File: config.mk
export PLATFORM = sky130hd
export DESIGN_NAME = rotary_encoder_and_key_click_decoder_flat
export DESIGN_NICKNAME = d
export VERILOG_FILES = /design/src/rtl/recd_pkg.sv /design/src/rtl/recd_if.sv /design/src/rtl/recd_rotation.sv /design/src/rtl/recd_click.sv /design/src/rtl/rotary_encoder_and_key_click_decoder.sv /design/src/flat_wrapper.sv
export SDC_FILE = /design/constraint.sdc
export NUM_CORES = 1
export LEC_CHECK = 0
export CAP_MARGIN = 20
export CORE_ASPECT_RATIO = 1.25
export CORE_MARGIN = 2
export CORE_UTILIZATION = 45
export DETAILED_ROUTE_END_ITERATION = 8
export DONT_BUFFER_PORTS = 1
export PLACE_DENSITY = 0.67
export SLEW_MARGIN = 20
export SYNTH_ARGS = -nofsm -noshare
export SYNTH_HDL_FRONTEND = slang
export SYNTH_SLANG_ARGS = --single-unit
File: constraint.sdc
create_clock -name clk -period 3.6 [get_ports clk]
set_clock_uncertainty 0.05 [all_clocks]
set_input_delay 0 -clock clk [delete_from_list [all_inputs] [get_ports clk]]
set_output_delay 0 -clock clk [all_outputs]
set_load 0.02 [all_outputs]
File: src/rtl/recd_pkg.sv
// Package for the rotary encoder and key click decoder.
// Holds the shared types, event codes and limits; no dependencies.
`timescale 1ns / 1ps

package recd_pkg;

    localparam int unsigned TickW = 14;

    // Press counter saturates here, the release gap counter at its full width.
    localparam logic [TickW-1:0] PressMax = 14'd10000;
    localparam logic [TickW-1:0] GapMax   = 14'd16383;

    // Scan event codes.
    localparam logic [1:0] EvNone = 2'd0;
    localparam logic [1:0] EvCw   = 2'd1;
    localparam logic [1:0] EvCcw  = 2'd2;
    localparam logic [1:0] EvKey  = 2'd3;

    // Double click progress codes.
    localparam logic [1:0] DblNone = 2'd0;
    localparam logic [1:0] DblSeen = 2'd1;
    localparam logic [1:0] DblDone = 2'd2;

    // Configuration register indexes.
    localparam logic [1:0] RegDetentMode  = 2'd0;
    localparam logic [1:0] RegDebounce    = 2'd1;
    localparam logic [1:0] RegLongPress   = 2'd2;
    localparam logic [1:0] RegDoubleClick = 2'd3;

    typedef struct packed {
        logic             detent_mode;
        logic [TickW-1:0] debounce_ticks;
        logic [TickW-1:0] long_press_ticks;
        logic [TickW-1:0] double_click_ticks;
    } cfg_t;

    typedef struct packed {
        logic pin_a;
        logic pin_b;
        logic key_level;
    } sample_t;

    typedef struct packed {
        logic valid;
        logic dir;
    } rot_t;

    typedef struct packed {
        logic             short_flag;
        logic             long_flag;
        logic [1:0]       double_flag;
        logic [TickW-1:0] press_ticks;
    } click_t;

endpackage

File: src/rtl/recd_if.sv
// Valid/ready channel interfaces for encoder samples and decoded results.
// Depends on recd_pkg for the tick counter width.
`timescale 1ns / 1ps

interface recd_in_if;
    logic valid;
    logic ready;
    logic pin_a;
    logic pin_b;
    logic key_level;

    modport source (output valid, output pin_a, output pin_b, output key_level, input ready);
    modport sink   (input valid, input pin_a, input pin_b, input key_level, output ready);
endinterface

interface recd_out_if;
    logic                        valid;
    logic                        ready;
    logic [1:0]                  scan_event;
    logic                        rotate_valid;
    logic                        rotate_dir;
    logic                        short_click;
    logic                        long_click;
    logic [1:0]                  double_state;
    logic [recd_pkg::TickW-1:0]  held_ticks;

    modport source (output valid, output scan_event, output rotate_valid, output rotate_dir,
                    output short_click, output long_click, output double_state,
                    output held_ticks, input ready);
    modport sink   (input valid, input scan_event, input rotate_valid, input rotate_dir,
                    input short_click, input long_click, input double_state,
                    input held_ticks, output ready);
endinterface

File: src/rtl/recd_rotation.sv
// Quadrature step detection from channel A edges, judged against channel B.
// Depends on recd_pkg for the sample and rotation types.
`timescale 1ns / 1ps

module recd_rotation (
    input  logic              clk,
    input  logic              rst_n,
    input  logic              step,
    input  logic              detent_mode,
    input  recd_pkg::sample_t sample,
    output recd_pkg::rot_t    rot
);

    logic last_a_reg;
    logic a_changed;

    // In two-detent mode both edges of A count, otherwise only the falling one.
    assign a_changed = sample.pin_a != last_a_reg;
    assign rot.valid = a_changed && (detent_mode || !sample.pin_a);
    assign rot.dir   = rot.valid && (sample.pin_a ^ sample.pin_b);

    always_ff @(posedge clk or negedge rst_n)
    begin
        if (!rst_n)
        begin
            last_a_reg <= 1'b0;
        end
        else if (step)
        begin
            last_a_reg <= sample.pin_a;
        end
    end

endmodule

File: src/rtl/recd_click.sv
// Key press timing: press counter, release gap counter and click flags.
// Depends on recd_pkg for the configuration and click state types.
`timescale 1ns / 1ps

module recd_click (
    input  logic             clk,
    input  logic             rst_n,
    input  logic             step,
    input  logic             pressed,
    input  recd_pkg::cfg_t   cfg,
    output recd_pkg::click_t click_next
);

    logic [recd_pkg::TickW-1:0] press_reg;
    logic [recd_pkg::TickW-1:0] gap_reg;
    logic                       short_reg;
    logic                       long_reg;
    logic [1:0]                 double_reg;
    logic [recd_pkg::TickW-1:0] gap_next;
    logic [recd_pkg::TickW-1:0] press_inc;
    logic [recd_pkg::TickW-1:0] gap_inc;

    assign press_inc = (press_reg < recd_pkg::PressMax) ? press_reg + 14'd1 : press_reg;
    assign gap_inc   = (double_reg == recd_pkg::DblNone && gap_reg < recd_pkg::GapMax)
                       ? gap_reg + 14'd1 : gap_reg;

    always_comb
    begin
        click_next.press_ticks = press_reg;
        click_next.short_flag  = short_reg;
        click_next.long_flag   = long_reg;
        click_next.double_flag = double_reg;
        gap_next               = gap_reg;
        if (pressed)
        begin
            click_next.press_ticks = press_inc;
            if (press_inc == cfg.debounce_ticks)
            begin
                click_next.short_flag = 1'b1;
            end
            if (gap_reg != '0 && gap_reg <= cfg.double_click_ticks)
            begin
                click_next.double_flag = recd_pkg::DblSeen;
            end
            // A long press takes the place of the short click.
            if (press_inc == cfg.long_press_ticks)
            begin
                click_next.long_flag  = 1'b1;
                click_next.short_flag = 1'b0;
            end
        end
        else if (press_reg < cfg.debounce_ticks)
        begin
            // Release before debounce: treat as a bounce and start over.
            click_next.press_ticks = '0;
            click_next.short_flag  = 1'b0;
            click_next.long_flag   = 1'b0;
            click_next.double_flag = recd_pkg::DblNone;
            gap_next               = '0;
        end
        else if (short_reg)
        begin
            gap_next = gap_inc;
            if (double_reg == recd_pkg::DblSeen && gap_inc <= cfg.double_click_ticks)
            begin
                click_next.double_flag = recd_pkg::DblDone;
            end
            if (double_reg == recd_pkg::DblNone && gap_inc > cfg.double_click_ticks)
            begin
                click_next.short_flag = 1'b0;
            end
        end
    end

    always_ff @(posedge clk or negedge rst_n)
    begin
        if (!rst_n)
        begin
            press_reg  <= '0;
            gap_reg    <= '0;
            short_reg  <= 1'b0;
            long_reg   <= 1'b0;
            double_reg <= recd_pkg::DblNone;
        end
        else if (step)
        begin
            press_reg  <= click_next.press_ticks;
            gap_reg    <= gap_next;
            short_reg  <= click_next.short_flag;
            long_reg   <= click_next.long_flag;
            double_reg <= click_next.double_flag;
        end
    end

endmodule

File: src/rtl/rotary_encoder_and_key_click_decoder.sv
// Rotary encoder and key click decoder, top level.
// An accepted sample item reaches its result item through two registers (input
// register, then result register); throughput one item per cycle while the result
// side takes results. Reset (rst_n, async, active low) empties both registers
// and returns all state and config to defaults.
`timescale 1ns / 1ps

module rotary_encoder_and_key_click_decoder (
    input  logic                       clk,
    input  logic                       rst_n,
    input  logic                       cfg_wr_en,
    input  logic [1:0]                 cfg_index,
    input  logic [recd_pkg::TickW-1:0] cfg_data,
    recd_in_if.sink                    sample,
    recd_out_if.source                 result
);

    // Configuration registers. The user must write them only while the block is idle;
    // the block does not enforce it. Writes take effect directly, without shadowing.
    recd_pkg::cfg_t cfg_reg;

    always_ff @(posedge clk or negedge rst_n)
    begin
        if (!rst_n)
        begin
            cfg_reg.detent_mode        <= 1'b1;
            cfg_reg.debounce_ticks     <= 14'd2;
            cfg_reg.long_press_ticks   <= 14'd100;
            cfg_reg.double_click_ticks <= 14'd30;
        end
        else if (cfg_wr_en)
        begin
            unique case (cfg_index)
                recd_pkg::RegDetentMode:  cfg_reg.detent_mode        <= cfg_data[0];
                recd_pkg::RegDebounce:    cfg_reg.debounce_ticks     <= cfg_data;
                recd_pkg::RegLongPress:   cfg_reg.long_press_ticks   <= cfg_data;
                recd_pkg::RegDoubleClick: cfg_reg.double_click_ticks <= cfg_data;
                default:                  cfg_reg.detent_mode        <= cfg_reg.detent_mode;
            endcase
        end
    end

    // The input register takes a new item whenever it is empty or its current
    // item moves on in the same cycle. An item moves on when the result
    // register is empty or its item is being taken, so a waiting result that is
    // not taken stalls the input as soon as the input register holds an item.
    logic              in_vld_reg;
    recd_pkg::sample_t in_reg;
    logic              out_vld_reg;
    logic              advance;

    assign advance      = in_vld_reg && (!out_vld_reg || result.ready);
    assign sample.ready = !in_vld_reg || advance;

    always_ff @(posedge clk or negedge rst_n)
    begin
        if (!rst_n)
        begin
            in_vld_reg <= 1'b0;
        end
        else if (sample.ready)
        begin
            in_vld_reg <= sample.valid;
        end
    end

    always_ff @(posedge clk)
    begin
        if (sample.valid && sample.ready)
        begin
            in_reg.pin_a     <= sample.pin_a;
            in_reg.pin_b     <= sample.pin_b;
            in_reg.key_level <= sample.key_level;
        end
    end

    // The state of both decoders advances exactly when an item moves from the
    // input register into the result register.
    logic             pressed;
    recd_pkg::rot_t   rot;
    recd_pkg::click_t click_next;

    assign pressed = !in_reg.key_level;

    recd_rotation u_rotation (
        .clk         (clk),
        .rst_n       (rst_n),
        .step        (advance),
        .detent_mode (cfg_reg.detent_mode),
        .sample      (in_reg),
        .rot         (rot)
    );

    recd_click u_click (
        .clk        (clk),
        .rst_n      (rst_n),
        .step       (advance),
        .pressed    (pressed),
        .cfg        (cfg_reg),
        .click_next (click_next)
    );

    // A pressed key always reports a key event. In two-detent mode it also
    // hides the rotation step; in one-detent mode the step still shows on the
    // rotation outputs.
    logic [1:0] event_next;
    logic       rot_shown;

    assign rot_shown = rot.valid && !(pressed && cfg_reg.detent_mode);

    always_comb
    begin
        if (pressed)
        begin
            event_next = recd_pkg::EvKey;
        end
        else if (rot.valid)
        begin
            event_next = rot.dir ? recd_pkg::EvCw : recd_pkg::EvCcw;
        end
        else
        begin
            event_next = recd_pkg::EvNone;
        end
    end

    always_ff @(posedge clk or negedge rst_n)
    begin
        if (!rst_n)
        begin
            out_vld_reg <= 1'b0;
        end
        else if (!out_vld_reg || result.ready)
        begin
            out_vld_reg <= in_vld_reg;
        end
    end

    always_ff @(posedge clk)
    begin
        if (advance)
        begin
            result.scan_event   <= event_next;
            result.rotate_valid <= rot_shown;
            result.rotate_dir   <= rot_shown && rot.dir;
            result.short_click  <= click_next.short_flag;
            result.long_click   <= click_next.long_flag;
            result.double_state <= click_next.double_flag;
            result.held_ticks   <= click_next.press_ticks;
        end
    end

    assign result.valid = out_vld_reg;

`ifndef SYNTHESIS
    // The press counter saturates and can never pass its ceiling.
    assert property (@(posedge clk) disable iff (!rst_n)
        out_vld_reg |-> result.held_ticks <= recd_pkg::PressMax)
        else $error("held_ticks above saturation limit");

    // Double click progress only ever takes its three defined values.
    assert property (@(posedge clk) disable iff (!rst_n)
        out_vld_reg |-> result.double_state != 2'd3)
        else $error("double_state out of range");

    // A clockwise direction is only reported together with a rotation step.
    assert property (@(posedge clk) disable iff (!rst_n)
        (out_vld_reg && result.rotate_dir) |-> result.rotate_valid)
        else $error("rotate_dir set without rotate_valid");

    // A key event in two-detent mode never carries a rotation step.
    assert property (@(posedge clk) disable iff (!rst_n)
        (advance && pressed && cfg_reg.detent_mode) |=> !result.rotate_valid)
        else $error("rotation reported under key press in two-detent mode");
`endif

endmodule

File: src/flat_wrapper.sv
// flat-port wrapper written by rule: the top's interface ports become plain ports
module rotary_encoder_and_key_click_decoder_flat 
  (clk, rst_n, cfg_wr_en, cfg_index, cfg_data, sample_valid, sample_pin_a, sample_pin_b, sample_key_level, sample_ready, result_valid, result_scan_event, result_rotate_valid, result_rotate_dir, result_short_click, result_long_click, result_double_state, result_held_ticks, result_ready);
  recd_in_if sample_i ();
  recd_out_if result_i ();
  input  logic clk;
  input  logic rst_n;
  input  logic cfg_wr_en;
  input  logic [1:0] cfg_index;
  input  logic [recd_pkg::TickW-1:0] cfg_data;
  input wire logic [$bits(sample_i.valid)-1:0] sample_valid;
  input wire logic [$bits(sample_i.pin_a)-1:0] sample_pin_a;
  input wire logic [$bits(sample_i.pin_b)-1:0] sample_pin_b;
  input wire logic [$bits(sample_i.key_level)-1:0] sample_key_level;
  output wire logic [$bits(sample_i.ready)-1:0] sample_ready;
  output wire logic [$bits(result_i.valid)-1:0] result_valid;
  output wire logic [$bits(result_i.scan_event)-1:0] result_scan_event;
  output wire logic [$bits(result_i.rotate_valid)-1:0] result_rotate_valid;
  output wire logic [$bits(result_i.rotate_dir)-1:0] result_rotate_dir;
  output wire logic [$bits(result_i.short_click)-1:0] result_short_click;
  output wire logic [$bits(result_i.long_click)-1:0] result_long_click;
  output wire logic [$bits(result_i.double_state)-1:0] result_double_state;
  output wire logic [$bits(result_i.held_ticks)-1:0] result_held_ticks;
  input wire logic [$bits(result_i.ready)-1:0] result_ready;
  assign sample_i.valid = sample_valid;
  assign sample_i.pin_a = sample_pin_a;
  assign sample_i.pin_b = sample_pin_b;
  assign sample_i.key_level = sample_key_level;
  assign sample_ready = sample_i.ready;
  assign result_valid = result_i.valid;
  assign result_scan_event = result_i.scan_event;
  assign result_rotate_valid = result_i.rotate_valid;
  assign result_rotate_dir = result_i.rotate_dir;
  assign result_short_click = result_i.short_click;
  assign result_long_click = result_i.long_click;
  assign result_double_state = result_i.double_state;
  assign result_held_ticks = result_i.held_ticks;
  assign result_i.ready = result_ready;
  rotary_encoder_and_key_click_decoder u_core (.clk(clk), .rst_n(rst_n), .cfg_wr_en(cfg_wr_en), .cfg_index(cfg_index), .cfg_data(cfg_data), .sample(sample_i), .result(result_i));
endmodule
Yosys cells after proc, flatten, opt, wreduce, memory -nomap -nowiden
Index checks and enable logic that the tools add are counted.
{ "classes": {"n_eq_ne": 7, "add_sub_neg": 2, "reduce_logical": 28, "mux": 18, "bitwise_logic": 1, "order_cmp": 6} }
{ "op_table": {"columns": ["cell", "n"], "rows": [
  ["2-to-1 mux 14 bit", 5],
  ["adder 14 x 1 -> 14 bit, second input constant", 2],
  ["== test 14 bit", 2],
  ["less-or-equal comparator 14 bit", 2],
  ["< comparator 14 bit, second input constant", 2],
  ["2-to-1 mux 18 bit", 1],
  ["greater-than comparator 14 bit", 1],
  ["< comparator 14 bit", 1],
  ["2-to-1 mux 2 bit", 7],
  ["nonzero test 14 bit", 1],
  ["logical AND 1 bit", 11],
  ["AND reduction 2 bit", 4],
  ["zero test 1 bit", 5],
  ["2-to-1 mux 1 bit", 5],
  ["== test 2 x 1 -> 1 bit, second input constant", 2],
  ["== test 2 bit, second input constant", 2],
  ["zero test 2 bit", 2],
  ["logical OR 1 bit", 3],
  ["AND reduction 3 bit", 1],
  ["nonzero test 2 bit", 1],
  ["inequality test 1 bit", 1],
  ["XOR 1 bit", 1]
]} }
{ "totals": {"register_bits": 103, "out_inout_bits": 24, "wordCells": 84} }

Depth between registers and ports, before layout
Gate-level depths: netlist of the first run.
{ "logic_depth": {"ltp_word": 9, "depth_mapped": 18, "mapped_depth_nobuf": 17} }

Modules after synthesis
Synthesis of the first run repeated with hierarchy kept, for this count alone.
{ "hier_totals": {"cells_unflattened": 726, "area_unflattened_um2": 6960.4} }
{ "by_module_without_submodules": {"columns": ["module", "seq_area_each_um2", "area_each_um2", "instances", "cells_per_inst"], "rows": [
  ["recd_click", 800.8, 4395.5, 1, 587],
  ["rotary_encoder_and_key_click_decoder", 1888.1, 2492.4, 1, 133],
  ["recd_rotation", 25.0, 72.6, 1, 6]
]} }

Least setup slack after synthesis of the first run
Ideal clock, no wire load.
{ "synth_path": {"kind": "register to register", "startpoint": "register u_core.u_click.gap_reg[5] in the netlist's numbering", "endpoint": "register u_core.result.double_state[0] (data pin)", "stages_incl_launch_ff": 17, "setup_ns": 0.267, "period_less_slack_ns": 3.525, "arrival_time_ns": 3.208, "slack_ns": 0.075, "cell_sequence": "dfrtp_1 clkbuf_1 nand4_1 o41a_1 clkbuf_1 nand4_1 inv_1 and3_1 xor2_1 ha_1 and4_1 nand4_1 mux2_2 a211oi_1 nor2_1 nand2_1 o21ai_0"} }
{ "synth_rtl": {"columns": ["element", "line_no", "rtl"], "rows": [
  ["from (decl)", "recd_click.sv:15", "logic [recd_pkg::TickW-1:0] gap_reg;"],
  ["from (signal assigned)", "recd_click.sv:88", "gap_reg <= gap_next;"],
  ["to (signal assigned)", "rotary_encoder_and_key_click_decoder.sv:148", "result.double_state <= click_next.double_flag;"],
  ["to (decl)", "recd_if.sv:28", "output short_click, output long_click, output double_state,"]
]} }

==> results.ini, run 1 <==
[floorplanning]
fp-row-count = 50
io_pins = 48
dieArea_mm2 = 0.0161
start_util_pct = 45.7
die_y_um = 141
die_x_um = 114
core_mm2 = 0.0149

[timing]
fin_crit_sh_pct = 95.0
tns_ns = 0
period_needed_ns = 3.42
setup_viol = 0
hold_viol = 0
max_freq_mhz = 293
worst_hold_slack_ns = 0.115
slew_viol_final = 0
relSlewSlack_pct = 47.3
tightest_slew_ns = 0.789

[routing]
wl_per_cell_um = 19.3
drtAntennaViolNets = 0
totalWireLength_um = 18300
num_vias = 5754
via_per_inst = 6.05
drc_errors = 0
firstDrtPassIters = 5
drt_iter0_markers = 430

[finish]
diodes = 0
drive_above_1_share_pct = 19.2
largest_reg_flops = 43
syn_to_final_growth_pct = 15.6
nets = 832
postLayoutCoreUtil_pct = 52.8

[synth]
yosysTopAreaCellShare_pct = 25.4
synth.most_common_cell = dfrtp_1
synth-edff-count = 25
synthFlopType = dfrtp_1
synthTopCellsByArea = dfrtp_1 (25%), edfxtp_1 (11%), ha_1 (8.1%), mux2_2 (7.8%), o21ai_0 (4.2%)
synthesis.area_mm2 = 0.00680
ys.warnings.count = 0
yosysSeqAreaShare_pct = 39.9
synthArstFlopShare_pct = 75.7
postSynthAreaPerCell_um2 = 9.51
synth_area_leader_cell = dfrtp_1
yosysUniqueCellTypes = 69
synth_seq_cells = 103
syn_nets = 783
yosys-top-cells-count = dfrtp_1 (69), nand2_1 (57), o21ai_0 (57), mux2_2 (47), ha_1 (44)
synthCells = 715

[critical_path]
rr_worst_depth = 17
worstPathRequired_ns = 3.75
rr_endpoint = u_core.result.short_click
arrival_ns = 3.57
r2r_start = u_core.u_click.gap_reg[0]
path_max_fanout = 3
critPathKind = flop to flop
start_kind = flop
end_kind = flop
reg2reg_slack_ns = 0.18

[global_routing]
grt_pass1_vias = 5844
grt_max_degree = 79
grt_usage_pct = 23.5
antenna_found_initial = 0
grt_pass1_wl_um = 29800
grt-ovfl-total = 0

[cts]
clk_latency_ns = 0.37
cts_buffer_depth = 2
cts_tree = done
cts_sinks = 103
cts_htree_levels = 3
cts-root-buf = clkbuf_16
clk_pin_slew_ns = 0.08
cts_buffers = 9

[placed_design]
gp_congestion = 0.956
dpl.hpwl_um = 13300
port_buffers = 0

[power_and_ir_drop]
ir_drop_mv = 0.188
powerDensity_mw_per_mm2 = 432
power.leakage_nw = 3.36

[worst_hold_path]
hold_class = input pin to asynchronous set/reset pin

[run_status]
status = finished, final reports clean

[flow_run]
cap_violations = 0

## worst max path at each step
| stage | startpoint | end | cells after the start |
|---|---|---|---|
| after CTS | u_core.u_click.gap_reg[4] | u_core.result.double_state[1] | 14 |
| after floorplan | u_core.u_click.gap_reg[5] | u_core.result.double_state[0] | 16 |
| after global placement | u_core.u_click.gap_reg[4] | u_core.result.double_state[0] | 14 |
| after global routing | u_core.u_click.gap_reg[0] | u_core.result.short_click | 16 |
| final | u_core.u_click.gap_reg[0] | u_core.result.short_click | 17 |
| after detailed placement | u_core.u_click.gap_reg[4] | u_core.result.double_state[1] | 14 |
## area by class of cell
cell class | count | area [µm²]
Timing Repair Buffer | 79 | 671
Sequential cell | 103 | 2720
Inverter | 41 | 154
Clock inverter | 7 | 86.3
Clock buffer | 9 | 225
Tap cell | 182 | 228
Fill cell | 1341 | 7030
Multi-Input combinational cell | 530 | 3780
## cells in the final DEF (no fill, tap or decap), types with 4 or more instances in the layout
cell / netlist / routed
a21o_1: 7 / 7
a21oi_1: 41 / 41
a31oi_1: 7 / 7
and2_1: 6 / 6
and3_1: 5 / 5
buf_4: 1 / 55
clkbuf_16: 0 / 9
dfrtp_1: 69 / 67
dfstp_2: 9 / 9
dlygate4sd3_1: 0 / 23
edfxtp_1: 25 / 25
ha_1: 44 / 44
inv_1: 40 / 40
mux2_2: 47 / 47
mux2i_1: 4 / 4
nand2_1: 57 / 57
nand2b_1: 14 / 14
nand3_1: 21 / 20
nand4_1: 14 / 14
nor2_1: 33 / 31
nor2b_1: 8 / 8
nor3_1: 24 / 23
nor4_1: 7 / 7
o211ai_1: 4 / 4
o21ai_0: 57 / 55
o21ai_1: 2 / 4
o31ai_1: 21 / 21
or3_1: 4 / 4
xnor2_1: 32 / 32
xor2_1: 14 / 13
## timing repair
action | CTS | global route
setup buffers | 0 | 5
setup endpoints to repair | 0 | 6
hold buffers | 24 | 0
resized for setup | 0 | 12
endpoints found under the hold margin | 129 | 0
## per-layer routing
metal	GRT usage (%)	vias up	routed length, µm
met4	10.1	0	563
met2	42.5	174	9700
met5	0	-	0
met1	27.2	2824	7240
li1	-	2705	-
met3	4.02	51	809
## worst max-delay path, cell delays in order (launching register included)
cell	delay, ns
dfrtp_1	0.38
ha_1	0.21
nand2_1	0.08
o41a_1	0.18
nand2_1	0.12
nor3_1	0.26
buf_4	0.18
nand3_1	0.09
nor2_1	0.12
xor2_1	0.22
ha_1	0.28
nand4_1	0.11
mux2_2	0.37
nand2_1	0.07
o211ai_1	0.11
inv_1	0.17
nor3_2	0.06
a211oi_2	0.19
## cells by family (layout without fill, tap and decap cells)
family | after synthesis | count (layout) | synth area share (%)
DFF | 103 | 103 | 39.9
AOI/OAI and AO/OA | 174 | 174 | 15.9
xor gates and xnor gates | 47 | 47 | 6.25
muxes | 51 | 51 | 8.37
and+or+nand+nor | 213 | 213 | 16.3
adders and majority gates | 45 | 45 | 8.24
buffers and inverters | 82 | 136 | 5.02
## metrics by stage
step | instance area (µm²) | setup WS, ns | cells | total power, mW
global placement | 7220 | 0.196 | 906 | 2.29
detailed placement | 7220 | 0.109 | 906 | 2.32
global route | 7860 | -0.0133 | 951 | 3.57
floorplan | 6800 | 0.0747 | 715 | 2.09
finish | 7860 | 0.182 | 951 | 3.40
CTS | 7790 | 0.0733 | 946 | 3.41
## power by group
part	switching (mW)	leakage (nW)	internal [mW]
registers	0.153	1.22	1.36
clock network	0.485	0.151	0.557
logic	0.457	1.99	0.387
total	1.10	3.36	2.30
Note: power is estimated with default switching activity, not from simulation.
==> inputs of run 2 (changes only) <==
--- a/config.mk
+++ b/config.mk
@@ -5,6 +5,7 @@
 export SDC_FILE = /design/constraint.sdc
 export NUM_CORES = 1
 export LEC_CHECK = 0
+export ABC_AREA = 1
 export CAP_MARGIN = 20
 export CORE_ASPECT_RATIO = 1.25
 export CORE_MARGIN = 2
@@ -16,3 +17,4 @@
 export SYNTH_ARGS = -nofsm -noshare
 export SYNTH_HDL_FRONTEND = slang
 export SYNTH_SLANG_ARGS = --single-unit
+export TNS_END_PERCENT = 100
==> run 2 against run 1 <==
- flip-flop and latch count did not move
- non-clock buffer count fell by 52
- largest cell class unchanged
- via count fell by 8.8%
- clock power fell by 7%
- largest power group unchanged
- first-iteration DRC count fell by 33%
- register-to-register slack improved by 0.20 ns
- sequential power rose by 6%
- worst hold slack improved by 0.037 ns
==> results.ini, run 2 <==
[run_status]
status = finished, final reports clean

[floorplanning]
start_util_pct = 46.2  ; +0.52 points
die_y_um = 137  ; -2.8%
io_pins = 48  ; unchanged
fp-row-count = 48  ; -4.0%
die_x_um = 111  ; -2.8%
dieArea_mm2 = 0.0152  ; -5.6%
core_mm2 = 0.0139  ; -6.8%

[timing]
hold_viol = 0  ; unchanged
slew_viol_final = 0  ; unchanged
tightest_slew_ns = 1.00  ; +0.215 ns
period_needed_ns = 3.21  ; -0.205 ns
setup_viol = 0  ; unchanged
setup_slack_ns = 0.387  ; +0.205 ns
max_freq_mhz = 311  ; +6.4%
relSlewSlack_pct = 32.9  ; -14 points
fin_crit_sh_pct = 89.3  ; -5.7 points

[critical_path]
path_max_fanout = 3  ; unchanged
r2r_start = u_core.u_click.gap_reg[1]
reg2reg_slack_ns = 0.39  ; +0.20 ns
end_kind = flop
crit_path_frequent_cell = nand2_1
worstPathRequired_ns = 3.77  ; +0.02 ns
start_kind = flop
cp.depth = 26  ; +9
crit_buf_inv = 3  ; +1
rr_endpoint = u_core.u_click.double_reg[0]
arrival_ns = 3.38  ; -0.19 ns
max_stage_delay_ns = 0.38  ; about the same
critPathTopFamily = simple AND/OR/NAND/NOR gates
slowest_stage = dfrtp_1
rr_worst_depth = 26  ; +9
critPathKind = flop to flop

[placed_design]
place_ws_ns = 0.312  ; +0.203 ns
gp_congestion = 0.906  ; -5.2%
dpl.hpwl_um = 11200  ; -15%
port_buffers = 0  ; unchanged
place_area_mm2 = 0.00656  ; -9.1%
place_inst = 966  ; +6.6%

[global_routing]
grt_usage_pct = 20.9  ; -2.6 points
grt_pass1_wl_um = 25200  ; -15%
grt_max_degree = 79  ; unchanged
grt_pass1_vias = 5149  ; -12%
antenna_found_initial = 0  ; unchanged
grt-ovfl-total = 0  ; unchanged

[finish]
postLayoutCoreUtil_pct = 51.3  ; -1.5 points
final_common_cell = nand2_1
layout.cells.non_filler = 1007  ; +5.9%
syn_to_final_growth_pct = 11.0
final_cell_mix = nand2_1 (230), inv_1 (90), o21ai_0 (76), dfrtp_1 (69), nand3_1 (56)
largest_reg_flops = 43  ; unchanged
finalInstanceArea_mm2 = 0.00712  ; -9.5%
diodes = 0  ; unchanged
nets = 895  ; +7.6%
drive_above_1_share_pct = 7.45  ; -12 points

[synth]
yosysUniqueCellTypes = 43  ; -38%
synth-edff-count = 25  ; unchanged
synth.most_common_cell = nand2_1
synthesis.area_mm2 = 0.00641  ; -5.8%
yosysTopAreaCellShare_pct = 26.9  ; +1.6 points
ys.warnings.count = 0  ; unchanged
syn_nets = 874  ; +12%
synthArstFlopShare_pct = 75.7  ; unchanged
synthFlopType = dfrtp_1
synth_area_leader_cell = dfrtp_1
synth_seq_cells = 103  ; unchanged
synthTopCellsByArea = dfrtp_1 (27%), nand2_1 (13%), edfxtp_1 (12%), ha_1 (8.6%), o21ai_0 (6.1%)
yosysSeqAreaShare_pct = 42.3  ; +2.4 points
postSynthAreaPerCell_um2 = 7.95  ; -16%
yosys-top-cells-count = nand2_1 (230), inv_1 (91), o21ai_0 (78), dfrtp_1 (69), nand3_1 (56)
synthCells = 806  ; +13%

[cts]
cts-root-buf = clkbuf_16
cts_buffers = 9  ; unchanged
cts_tree = done
clk_pin_slew_ns = 0.07  ; about the same
cts_buffer_depth = 2  ; unchanged
cts_sinks = 103  ; unchanged
clk_latency_ns = 0.35  ; -0.02 ns
cts_htree_levels = 3  ; unchanged

[routing]
num_vias = 5249  ; -8.8%
wl_per_cell_um = 15.1  ; -22%
totalWireLength_um = 15200  ; -17%
drc_errors = 0  ; unchanged
via_per_inst = 5.21  ; -14%
firstDrtPassIters = 5  ; unchanged
drt_iter0_markers = 287  ; -33%
drtAntennaViolNets = 0  ; unchanged

[worst_hold_path]
hold_class = input pin to asynchronous set/reset pin

[power_and_ir_drop]
finalPower_mw = 3.53  ; +3.7%
powerDensity_mw_per_mm2 = 495  ; +15%
ir_drop_mv = 0.239  ; +27%
power.leakage_nw = 3.36  ; about the same

[flow_run]
cap_violations = 0  ; unchanged

==> run 2: cell count changes in the layout (fill, tap and decap cells not counted), sizes merged, moves of 21 or more <==
cell,delta
mux2,-47
nand2,+195
inv,+51
xnor2,-24
nand3,+36
buf,-53
o21ai,+21
==> run 2: how the worst max path moves through the flow <==
| stage | from | to |
|---|---|---|
| after floorplan | u_core.u_click.gap_reg[1] | u_core.result.double_state[0] |
| after global routing | u_core.u_click.gap_reg[1] | u_core.u_click.double_reg[0] |
| after detailed placement | u_core.u_click.gap_reg[1] | u_core.u_click.double_reg[1] |
| after CTS | u_core.u_click.gap_reg[1] | u_core.u_click.double_reg[1] |
| after global placement | u_core.u_click.gap_reg[1] | u_core.u_click.double_reg[0] |
| final | u_core.u_click.gap_reg[1] | u_core.u_click.double_reg[0] |
==> run 2: worst reg2reg max path: cells and delay by family, from the launching register on <==
kind	cells	cell delay, ns
buffers and inverters	3	0.18
xor gates and xnor gates	1	0.15
adders and majority gates	2	0.48
AOI/OAI and AO/OA	6	0.60
and+or+nand+nor	14	1.25
DFF	1	0.38
==> run 2: power breakdown <==
part | total (mW) | switching (mW) | internal, mW
Combinational | 0.962 | 0.605 | 0.357
Sequential | 1.60 | 0.205 | 1.39
Clock | 0.966 | 0.425 | 0.541
==> run 2: final cells by class <==
class | instances | area (µm²)
Sequential cell | 103 | 2710
Timing Repair Buffer | 27 | 283
Clock inverter | 3 | 42.5
Clock buffer | 13 | 240
Multi-Input combinational cell | 590 | 3260
Fill cell | 1296 | 6760
Tap cell | 175 | 219
Inverter | 96 | 363
==> run 2: kinds of logic (layout without fill, tap and decap cells) <==
kind of cell / after synthesis / count (layout) / share of synthesized area (%)
and+or+nand+nor: 380 / 380 / 26.7
AOI/OAI and AO/OA: 144 / 144 / 12.3
buffers and inverters: 113 / 139 / 7.01
DFF: 103 / 103 / 42.3
adders and majority gates: 44 / 44 / 8.59
xor gates and xnor gates: 22 / 22 / 3.01
==> run 2: repair_timing <==
action | 4_1_cts | 5_1_grt
hold buffers | 25 | 0
resized for setup | 0 | 5
endpoints found under the hold margin | 129 | 0
buffers inserted | 0 | 0
endpoints found under the setup margin | 0 | 5
==> run 2: stage by stage <==
stage / setup TNS [ns] / hold slack (ns)
2_1_floorplan: 0 / -0.346
3_3_place_gp: 0 / -0.339
3_5_place_dp: 0 / -0.339
4_1_cts: 0 / 0.188
5_1_grt: -0.00241 / 0.205
6_report: 0 / 0.152
==> run 2: routing by layer <==
metal	track usage, %	up-vias	wire length, µm
met4	8.40	0	339
met5	0	-	0
li1	-	2708	-
met1	25.6	2420	6530
met2	37.6	95	7820
met3	2.77	26	485
